`config.mk`:
```
export PLATFORM = sky130hd
export DESIGN_NAME = deadline_ordered_timer_queue_top
export DESIGN_NICKNAME = d
export VERILOG_FILES = /design/src/rtl/core/dotq_pkg.sv /design/src/rtl/core/deadline_ordered_timer_queue_top.sv
export SDC_FILE = /design/constraint.sdc
export NUM_CORES = 2
export LEC_CHECK = 0
export ABC_AREA = 1
export BUFFER_PORTS_ARGS = -buffer_cell sky130_fd_sc_hd__buf_4
export CORE_ASPECT_RATIO = 1.4
export CORE_MARGIN = 2
export CORE_UTILIZATION = 35
export CTS_BUF_LIST = sky130_fd_sc_hd__clkbuf_8
export CTS_CLUSTER_SIZE = 24
export DETAILED_ROUTE_END_ITERATION = 7
export GPL_ROUTABILITY_DRIVEN = 0
export PLACE_DENSITY_LB_ADDON = 0.25
export SLEW_MARGIN = 20
export SYNTH_ARGS = -nofsm -noshare
export SYNTH_HDL_FRONTEND = slang
export SYNTH_SLANG_ARGS = --single-unit
```
`constraint.sdc`:
```
create_clock -name clk -period 7.8 [get_ports clk]
set_clock_uncertainty 0.2 [all_clocks]
set_input_delay 1.17 -clock clk [delete_from_list [all_inputs] [get_ports clk]]
set_output_delay 1.17 -clock clk [all_outputs]
set_load 0.01 [all_outputs]
```
`src/rtl/core/dotq_pkg.sv`:
```
// Shared opcode constants and period width for the deadline ordered timer queue.
`timescale 1ns / 1ps
package dotq_pkg;
    localparam logic [2:0] OP_START   = 3'd0;
    localparam logic [2:0] OP_RESTART = 3'd1;
    localparam logic [2:0] OP_STOP    = 3'd2;
    localparam logic [2:0] OP_QUERY   = 3'd3;
    localparam logic [2:0] OP_PROCESS = 3'd4;
    localparam int PERIOD_BITS = 31;
endpackage

```
`src/rtl/core/deadline_ordered_timer_queue_top.sv`:
```
// Top level of the deadline ordered timer queue: list sequencer and slot stores.
// The list is walked one entry per cycle through a single shared compare/shift unit.
// One request at a time; in_stall is high in work and while out_stall holds a result.
// A finished result sits in an output register; the next request is taken no earlier than
// the cycle that result leaves. Reset: asynchronous, active low; list empty, flags cleared.
`timescale 1ns / 1ps
module deadline_ordered_timer_queue_top #(
    parameter int NUM_TIMERS = 16,
    parameter int TIME_BITS  = 32
) (
    input  logic        clk,
    input  logic        rst_n,
    input  logic        in_valid,
    output logic        in_stall,
    input  logic [2:0]  opcode,
    input  logic [3:0]  timer_index,
    input  logic [30:0] timeout,
    input  logic        periodic,
    input  logic        notify,
    input  logic [31:0] now,
    output logic        out_valid,
    input  logic        out_stall,
    output logic        fired,
    output logic [3:0]  fired_index,
    output logic        is_started,
    output logic [4:0]  active_count
);
    localparam int IW = (NUM_TIMERS > 1) ? $clog2(NUM_TIMERS) : 1;
    localparam int CW = $clog2(NUM_TIMERS + 1);
    localparam int PW = dotq_pkg::PERIOD_BITS;

    // sequencer states
    localparam logic [2:0] S_IDLE  = 3'd0;
    localparam logic [2:0] S_FIND  = 3'd1;  // scan for slot position
    localparam logic [2:0] S_CLOSE = 3'd2;  // shift entries left over removed slot
    localparam logic [2:0] S_SRCH  = 3'd3;  // scan for insertion point
    localparam logic [2:0] S_OPEN  = 3'd4;  // shift entries right, drop slot in
    localparam logic [2:0] S_DONE  = 3'd5;

    logic [TIME_BITS-1:0] dl_mem [NUM_TIMERS];
    logic [PW-1:0]        per_mem [NUM_TIMERS];
    logic [IW-1:0]        ord_mem [NUM_TIMERS];
    logic [NUM_TIMERS-1:0] periodic_reg, notify_reg, listed_reg;

    logic [2:0]           state_reg, state_next;
    logic [CW-1:0]        len_reg, len_next;
    logic [CW-1:0]        pos_reg, pos_next;
    logic [CW-1:0]        ins_pt_reg;          // insertion point found by the search
    logic [IW-1:0]        slot_reg, slot_next;
    logic [TIME_BITS-1:0] dl_reg, dl_next;     // deadline of slot being inserted
    logic                 ins_reg, ins_next;   // insert after removal
    logic                 fired_reg, fired_next;
    logic [3:0]           fidx_reg, fidx_next;
    logic                 qry_reg, qry_next;
    logic                 ov_reg;

    // request fields held for the whole operation
    logic [2:0]           op_reg;
    logic [IW-1:0]        idx_reg;
    logic                 idx_ok_reg;
    logic [PW-1:0]        tmo_reg;
    logic                 per_in_reg, ntf_in_reg;
    logic [TIME_BITS-1:0] now_reg;

    logic accept;
    assign in_stall = (state_reg != S_IDLE) || (ov_reg && out_stall);
    assign accept   = in_valid && !in_stall;
    assign out_valid = ov_reg;
    assign fired = fired_reg;
    assign fired_index = fidx_reg;
    assign is_started = qry_reg;
    assign active_count = 5'(len_reg);

    logic [IW-1:0] pos_i;
    logic [IW-1:0] pos_m1;
    logic [IW-1:0] ord_at_pos, ord_at_prev, ord_at_next, head;
    logic [TIME_BITS-1:0] diff;
    logic [TIME_BITS-1:0] remain;
    assign pos_i  = pos_reg[IW-1:0];
    assign pos_m1 = IW'(pos_reg - CW'(1));
    assign ord_at_pos  = ord_mem[pos_i];
    assign ord_at_prev = ord_mem[pos_m1];
    assign ord_at_next = ord_mem[IW'(pos_reg + CW'(1))];
    assign head = ord_mem[0];
    // shared compare unit: new deadline minus deadline of the scanned entry
    assign diff = dl_reg - dl_mem[ord_at_pos];
    assign remain = dl_mem[head] - now_reg;

    // order list write control
    logic          ord_we;
    logic [IW-1:0] ord_wa, ord_wd;
    logic          dl_we;

    always_comb
    begin
        state_next = state_reg;
        len_next = len_reg;
        pos_next = pos_reg;
        slot_next = slot_reg;
        dl_next = dl_reg;
        ins_next = ins_reg;
        fired_next = fired_reg;
        fidx_next = fidx_reg;
        qry_next = qry_reg;
        ord_we = 1'b0;
        ord_wa = pos_i;
        ord_wd = ord_at_next;
        dl_we = 1'b0;
        case (state_reg)
            S_IDLE:
            begin
                if (accept)
                begin
                    fired_next = 1'b0;
                    fidx_next = 4'd0;
                    qry_next = 1'b0;
                    state_next = S_DONE;
                    pos_next = '0;
                    ins_next = 1'b0;
                    // op-specific dispatch happens next cycle from held request
                    state_next = S_FIND;
                end
            end
            S_FIND:
            begin
                if (pos_reg == '0 && !(ins_reg))
                begin
                    // first cycle: decide what to do
                    case (op_reg)
                        dotq_pkg::OP_START, dotq_pkg::OP_RESTART:
                        begin
                            if (idx_ok_reg)
                            begin
                                slot_next = idx_reg;
                                ins_next = 1'b1;
                                dl_next = now_reg + TIME_BITS'(
                                    (op_reg == dotq_pkg::OP_START) ? tmo_reg
                                                                   : per_mem[idx_reg]);
                                state_next = listed_reg[idx_reg] ? S_FIND : S_SRCH;
                            end
                            else
                                state_next = S_DONE;
                        end
                        dotq_pkg::OP_STOP:
                        begin
                            slot_next = idx_reg;
                            state_next = (idx_ok_reg && listed_reg[idx_reg]) ? S_FIND
                                                                            : S_DONE;
                            ins_next = 1'b0;
                            if (idx_ok_reg && listed_reg[idx_reg])
                                pos_next = '0;
                            // mark scan started via slot match below
                            if (idx_ok_reg && listed_reg[idx_reg] && ord_at_pos == idx_reg)
                                state_next = S_CLOSE;
                            else if (idx_ok_reg && listed_reg[idx_reg])
                                pos_next = CW'(1);
                        end
                        dotq_pkg::OP_QUERY:
                        begin
                            qry_next = idx_ok_reg && listed_reg[idx_reg];
                            state_next = S_DONE;
                        end
                        dotq_pkg::OP_PROCESS:
                        begin
                            state_next = S_DONE;
                            if (len_reg != '0 &&
                                (remain == '0 || remain[TIME_BITS-1]))
                            begin
                                slot_next = head;
                                ins_next = periodic_reg[head];
                                dl_next = now_reg + TIME_BITS'(per_mem[head]);
                                fired_next = notify_reg[head];
                                fidx_next = notify_reg[head] ? 4'(head) : 4'd0;
                                state_next = S_CLOSE; // head is at position 0
                            end
                        end
                        default: state_next = S_DONE;
                    endcase
                end
                else if (ord_at_pos == slot_reg)
                    state_next = S_CLOSE;
                else
                    pos_next = pos_reg + CW'(1);
            end
            S_CLOSE:
            begin
                if (pos_reg + CW'(1) < len_reg)
                begin
                    ord_we = 1'b1;
                    pos_next = pos_reg + CW'(1);
                end
                else
                begin
                    len_next = len_reg - CW'(1);
                    pos_next = '0;
                    state_next = ins_reg ? S_SRCH : S_DONE;
                end
            end
            S_SRCH:
            begin
                if (pos_reg < len_reg && !diff[TIME_BITS-1])
                    pos_next = pos_reg + CW'(1);
                else
                begin
                    dl_we = 1'b1;
                    state_next = S_OPEN;
                    slot_next = slot_reg;
                    // pos holds insertion point; walk down from len
                    pos_next = len_reg;
                    ord_wa = pos_i; // unused this cycle
                end
            end
            S_OPEN:
            begin
                // shift entries up until the insertion point is free
                if (pos_reg > ins_pt_reg)
                begin
                    ord_we = 1'b1;
                    ord_wa = pos_i;
                    ord_wd = ord_at_prev;
                    pos_next = pos_reg - CW'(1);
                end
                else
                begin
                    ord_we = 1'b1;
                    ord_wa = pos_i;
                    ord_wd = slot_reg;
                    len_next = len_reg + CW'(1);
                    state_next = S_DONE;
                end
            end
            S_DONE:
            begin
                state_next = S_IDLE;
            end
            default: state_next = S_IDLE;
        endcase
    end

    always_ff @(posedge clk or negedge rst_n)
    begin
        if (!rst_n)
        begin
            state_reg <= S_IDLE;
            len_reg <= '0;
            ov_reg <= 1'b0;
            periodic_reg <= '0;
            notify_reg <= '0;
            listed_reg <= '0;
            pos_reg <= '0;
            ins_reg <= 1'b0;
            fired_reg <= 1'b0;
            fidx_reg <= '0;
            qry_reg <= 1'b0;
        end
        else
        begin
            state_reg <= state_next;
            len_reg <= len_next;
            pos_reg <= pos_next;
            ins_reg <= ins_next;
            fired_reg <= fired_next;
            fidx_reg <= fidx_next;
            qry_reg <= qry_next;
            if (state_reg == S_DONE)
                ov_reg <= 1'b1;
            else if (ov_reg && !out_stall)
                ov_reg <= 1'b0;
            if (state_reg == S_FIND && pos_reg == '0 && !ins_reg &&
                op_reg == dotq_pkg::OP_START && idx_ok_reg)
            begin
                periodic_reg[idx_reg] <= per_in_reg;
                notify_reg[idx_reg] <= ntf_in_reg;
            end
            if (state_reg == S_CLOSE && state_next != S_CLOSE)
                listed_reg[slot_reg] <= 1'b0;
            if (state_reg == S_OPEN && state_next == S_DONE)
                listed_reg[slot_reg] <= 1'b1;
        end
    end

    always_ff @(posedge clk)
    begin
        slot_reg <= slot_next;
        dl_reg <= dl_next;
        if (accept)
        begin
            op_reg <= opcode;
            idx_ok_reg <= 32'(timer_index) < NUM_TIMERS;
            idx_reg <= IW'(timer_index);
            tmo_reg <= timeout;
            per_in_reg <= periodic;
            ntf_in_reg <= notify;
            now_reg <= TIME_BITS'(now);
        end
        if (state_reg == S_SRCH && state_next == S_OPEN)
            ins_pt_reg <= pos_reg;
        if (state_reg == S_FIND && pos_reg == '0 && !ins_reg &&
            op_reg == dotq_pkg::OP_START && idx_ok_reg)
            per_mem[idx_reg] <= tmo_reg;
        if (dl_we)
            dl_mem[slot_reg] <= dl_reg;
        if (ord_we)
            ord_mem[ord_wa] <= ord_wd;
    end
endmodule

```
== Word-level counts from Yosys, hierarchy flattened ==
Memories as Yosys holds them, arrays and structs flattened. A register that Yosys moved wholly into a read port is not among the register bits.
Index checks and enable logic that the tools add are counted.
W data, S select, Z words.

* Bits in registers: 182
* Bits in writable memories: 1,072
* Input bits: 76
* Output and inout port bits: 13
* Memories: 3

* $add $sub $neg: 8
* Order comparisons: 8
* Eq/ne operators: 27
* Mux-type cells: 79
* Bitwise logic cells: 3
* Reductions and logical operators: 42

{| class="wikitable"
|+ Memory list
! memory !! depth !! bits a word !! read ports !! clocked after Yosys merged registers in !! write ports !! RTL line !! RTL
|-
| dl_mem || 16 || 32 || 2 || 0 || 1 || deadline_ordered_timer_queue_top.sv:40 || <nowiki>logic [TIME_BITS-1:0] dl_mem [NUM_TIMERS];</nowiki>
|-
| per_mem || 16 || 31 || 2 || 1 || 1 || deadline_ordered_timer_queue_top.sv:41 || <nowiki>logic [PW-1:0] per_mem [NUM_TIMERS];</nowiki>
|-
| ord_mem || 16 || 4 || 4 || 0 || 1 || deadline_ordered_timer_queue_top.sv:42 || <nowiki>logic [IW-1:0] ord_mem [NUM_TIMERS];</nowiki>
|}

{| class="wikitable"
|+ Operator list
! kind !! count
|-
| $add A32 B31 Y32 || 2
|-
| $pmux W32 S2 || 1
|-
| $sub A32 B32 Y32 || 2
|-
| $mux W5 || 12
|-
| $mux W4 || 9
|-
| $bwmux W16 || 2
|-
| $logic_not A32 Y1 || 1
|-
| $mux W16 || 2
|-
| $mux W32 || 1
|-
| $mux W31 || 1
|-
| $mux W3 || 10
|-
| $pmux W5 S5 || 1
|-
| $mux W1 || 24
|-
| $and A16 B16 Y16 || 1
|-
| $not A16 Y16 || 1
|-
| $or A16 B16 Y16 || 1
|-
| $pmux W4 S2 || 2
|-
| $eq A3 B3 Y1 const B || 5
|-
| $logic_and A1 B1 Y1 || 15
|-
| $lt A4 B5 Y1 const B || 3
|-
| $pmux W3 S5 || 1
|-
| $reduce_and A5 Y1 || 3
|-
| $ne A2 B2 Y1 const B || 7
|-
| $bmux W1 S4 || 3
|-
| other kinds (29) || 57
|}

== Depth between registers and ports, before layout ==
An unclocked memory read counts as a cell.

* Depth in word-level cells: 15
* Mapped depth: 37
* Mapped depth without buffers: 33

== Worst setup path after synthesis ==
No wires, ideal clock.

* Kind: reg2reg
* Start point: memory ord_mem[0][0] in the netlist's numbering
* End point: register dl_reg[0], enable pin
* Setup time: 0.432 ns
* Data arrival time: 6.051 ns
* Required time: 7.168 ns
* Setup slack: 1.117 ns
* Stages on the path, launching flop included: 32
* Buffers on the path: 6
* Path through: edfxtp_1 -> buf_2 -> clkbuf_1 -> buf_2 -> clkbuf_1 -> clkbuf_1 -> clkbuf_1 -> o21ai_0 -> o221ai_1 -> o211ai_1 -> nand2_1 -> inv_1 -> ha_1 -> fa_1 -> nor3_1 -> nor2_1 -> o21ai_1 -> nand2_1 -> nand2_1 -> nand2_1 -> nand2_1 -> nand3_1 -> nand2_1 -> inv_1 -> o21ai_1 -> or2_2 -> nand3_1 -> nor2_1 -> nand4_1 -> nand2_1 -> nand3_1 -> a21oi_1

{| class="wikitable"
|+ RTL lines
! what !! RTL line !! RTL
|-
| start, declared || deadline_ordered_timer_queue_top.sv:42 ||
|-
| end signal, assigned || deadline_ordered_timer_queue_top.sv:285 || <nowiki>dl_reg <= dl_next;</nowiki>
|-
| end, declared || deadline_ordered_timer_queue_top.sv:50 || <nowiki>logic [TIME_BITS-1:0] dl_reg, dl_next;</nowiki>
|}

==> summary.txt <==
CTS
  – CTS Sinks: 1258
  – CTS Root Cell: clkbuf_8
  – Post-CTS Hold Fix Bufs: 1
  – Worst-path clk slew: 0.06 ns
  – Max H-tree Level: 4
  – CTS tree: done
  – Insertion delay to the later sink of the worst-skew pair: 0.99 ns
  – Max Buffers Root-to-Sink: 3
  – Num CTS Buffers: 201
  – Postcts setup bufs: 0
  – Post_cts resized: 0

Placed design
  – Hpwl dp: 129000 um
  – Port Buf Inserts: 88

Route
  – # DRC: 0
  – Met3 routed WL: 17200 um
  – Initial DRC Count: 4963
  – DRT Wirelength: 220000 um
  – Routed Antenna Nets: 0
  – Routed WL per cell: 24.0 um
  – Met1 WL: 85400 um
  – Met2 WL post-DR: 106000 um
  – Vias per Instance: 5.69
  – Total iterations of the first detailed-routing run: 6
  – Vias: 52223
  – Top layer in use: met5

Flow run
  – MaxCap Viol Count: 0

Worst setup path
  – Critical-path top delay cell: nor3_1
  – WP depth: 25
  – Startpoint types: flop
  – Worst EP arrival: 7.10 ns
  – Reg2Reg Capture Point: dl_reg[28]
  – CP top delay family: simple AND/OR/NAND/NOR gates
  – Worst reg-to-reg path cell count: 25
  – Worst Path Class, Setup: reg2reg
  – Crit path launch: ord_mem[0][1]
  – Reg2reg setup slack: 1.09 ns
  – Worst r2r src: ord_mem[0][1]
  – Max FO, Critical Path: 75
  – Peak per-stage delay on the critical path: 0.59 ns
  – CP Capture Type: flop
  – Cell mode on critical path: nand2_1
  – Worst Path Buf+Inv: 4
  – CP required: 8.19 ns

Logic synthesis
  – Syn Area/Cell: 9.70 um2
  – Number of synthesized flops with an enable pin: 1185
  – Sequential share of the synthesized area: 58.5%
  – Cells after Synth: 6591
  – Post-synth top flop: edfxtp_1
  – Netlist cell types: 52
  – Synth Register Bits: 1258
  – Mapped cell area: 63900 um2
  – Synth Net Count: 6782
  – Yosys warns: 0
  – Share of flip-flops with an asynchronous set or reset: 5.48%

Timing
  – Final period utilization: 86.0%
  – Pins Over Slew Limit: 0
  – RSZ-0062 raised after global routing: false
  – Final hold vios: 0
  – Slew @ Worst Pin: 1.09 ns
  – Finish-stage setup viols: 0
  – Tmin final: 6.71 ns
  – Achievable frequency: 149 MHz
  – Slew HR: 27.4%
  – Setup tns final: 0 ns
  – WHS: 0.173 ns

Global route
  – Largest net degree at the start of global routing: 232
  – GRT Residual Overflow: 0
  – Antenna violations before repair: 3
  – Vias in the first global route: 50615
  – First-pass GRT wire length: 320000 um
  – Gr usage total: 23.1%

Final layout
  – Top reg by flops: dl_mem
  – Final nets: 6763
  – Layout cell share with drive strength beyond 1: 8.62%
  – Max reg flops: 512
  – P&R area growth vs syn: 12.2%
  – Top flop regs: dl_mem (512), per_mem (496), ord_mem (64)
  – Commonest non-fill, non-tap cell in the layout: o21ai_0
  – Highest-count cells in the layout ignoring fill and taps: 1275 x o21ai_0, 1185 x edfxtp_1, 764 x nand2_1
  – Filler cells: 17744

Die
  – IO Count: 89
  – Die Y: 510 um
  – Die ar.: 186000 um2
  – # rows: 185
  – Core footprint: 181000 um2
  – Die Wd: 365 um
  – Initial core utilization: 35.2%

Pwr
  – Peak VDD IR: 0.323 mV
  – Power per cell area: 392 nW/um2
  – Static Leakage: 0.0257 uW

Worst hold path
  – Hold Path End: now_reg[8]
  – Worst hold stages: 1
  – Hold/Removal Path Class: in2reg
  – HP Start: now[8]

Outcome
  – Status: completed
-- cells by family (layout without fill, tap and decap cells) --
logic type / Yosys count / count (layout) / share of synthesized area, %
AO/OA/AOI/OAI: 2350 / 2350 / 20.5
XOR/XNOR: 74 / 74 / 1.01
adder cells (fa/ha/maj): 115 / 115 / 2.29
buffers and inverters: 1024 / 1175 / 6.11
flip-flops: 1258 / 1258 / 58.5
multiplexers: 17 / 17 / 0.268
other: 0 / 3 / 0
AND/OR/NAND/NOR: 1753 / 1753 / 11.3
-- cells in the mapped netlist (all sizes together) (4+ instances only) --
cell type | count | share of area (%)
o21ai | 1300 | 10
edfxtp | 1185 | 56
nand2 | 769 | 4.5
a21oi | 594 | 4.7
inv | 558 | 3.3
nor2 | 549 | 3.2
clkbuf | 385 | 2.3
nand3 | 379 | 3.0
o221ai | 178 | 2.4
o211ai | 146 | 1.7
ha | 112 | 2.2
buf | 75 | 0.53
dfrtp | 69 | 2.7
xor2 | 50 | 0.68
o311ai | 35 | 0.48
xnor2 | 24 | 0.33
nor3 | 23 | 0.18
nand4 | 22 | 0.23
o22ai | 18 | 0.18
a211oi | 17 | 0.20
mux2i | 16 | 0.25
a31oi | 14 | 0.14
o21bai | 11 | 0.13
a22oi | 10 | 0.12
o21a | 10 | 0.12
clkinv | 6 | 0.035
a21o | 5 | 0.059
nor4 | 5 | 0.049
dfxtp | 4 | 0.13
o31ai | 4 | 0.047
-- per-layer routing --
metal | GRT usage (%) | up-vias
met4 | 11.2 | 2
met5 | 0 | -
li1 | - | 23762
met2 | 39.4 | 2470
met1 | 28.1 | 25359
met3 | 4.07 | 630
-- worst max-delay path by stage --
| stage | slack [ns] | to |
|---|---|---|
| after detailed placement | 1.23 | dl_reg[3] |
| after global routing | 0.59 | dl_reg[30] |
| final | 1.09 | dl_reg[28] |
| after CTS | 1.17 | dl_reg[28] |
| after floorplan | 1.12 | dl_reg[0] |
| after global placement | 1.30 | dl_reg[3] |
-- area by class of cell --
cell class                      count  area (um2)  share of cell area [%]
Sequential cell                  1258       37400                    52.1
Multi-Input combinational cell   4309       22900                    32.0
Tap cell                         2431        3040                    4.24
Clock buffer                      207        2850                    3.97
Timing Repair Buffer              238        2330                    3.24
Inverter                          564        2140                    2.98
Clock inverter                    166        1050                    1.46
Antenna cell                        3        7.51                  0.0105
-- where the power goes --
| part | switching, uW | internal (uW) |
|---|---|---|
| Sequential | 696 | 8280 |
| Clock | 2800 | 2820 |
| Combinational | 9370 | 4160 |
-- per-stage QoR --
step	total power [uW]	cells	util [%]	area, um2	setup WS, ns
final	28100	9176	39.5	71800	1.09
after global routing	29800	9174	39.5	71800	0.591
after CTS	28100	9173	39.5	71800	1.17
after detailed placement	22400	8799	37.4	67800	1.23
after global placement	22300	8799	37.4	67800	1.30
after floorplan	17600	6591	-	63900	1.12
-- worst reg2reg max path: cells and delay by family (launching register included) --
kind / cells / cell delay (ns)
adder cells (fa/ha/maj): 2 / 0.67
flip-flops: 1 / 0.46
buffers and inverters: 4 / 1.45
AND/OR/NAND/NOR: 13 / 2.50
AO/OA/AOI/OAI: 5 / 0.96
XOR/XNOR: 1 / 0.08
No activity file was read; power rests on OpenSTA's default activity.
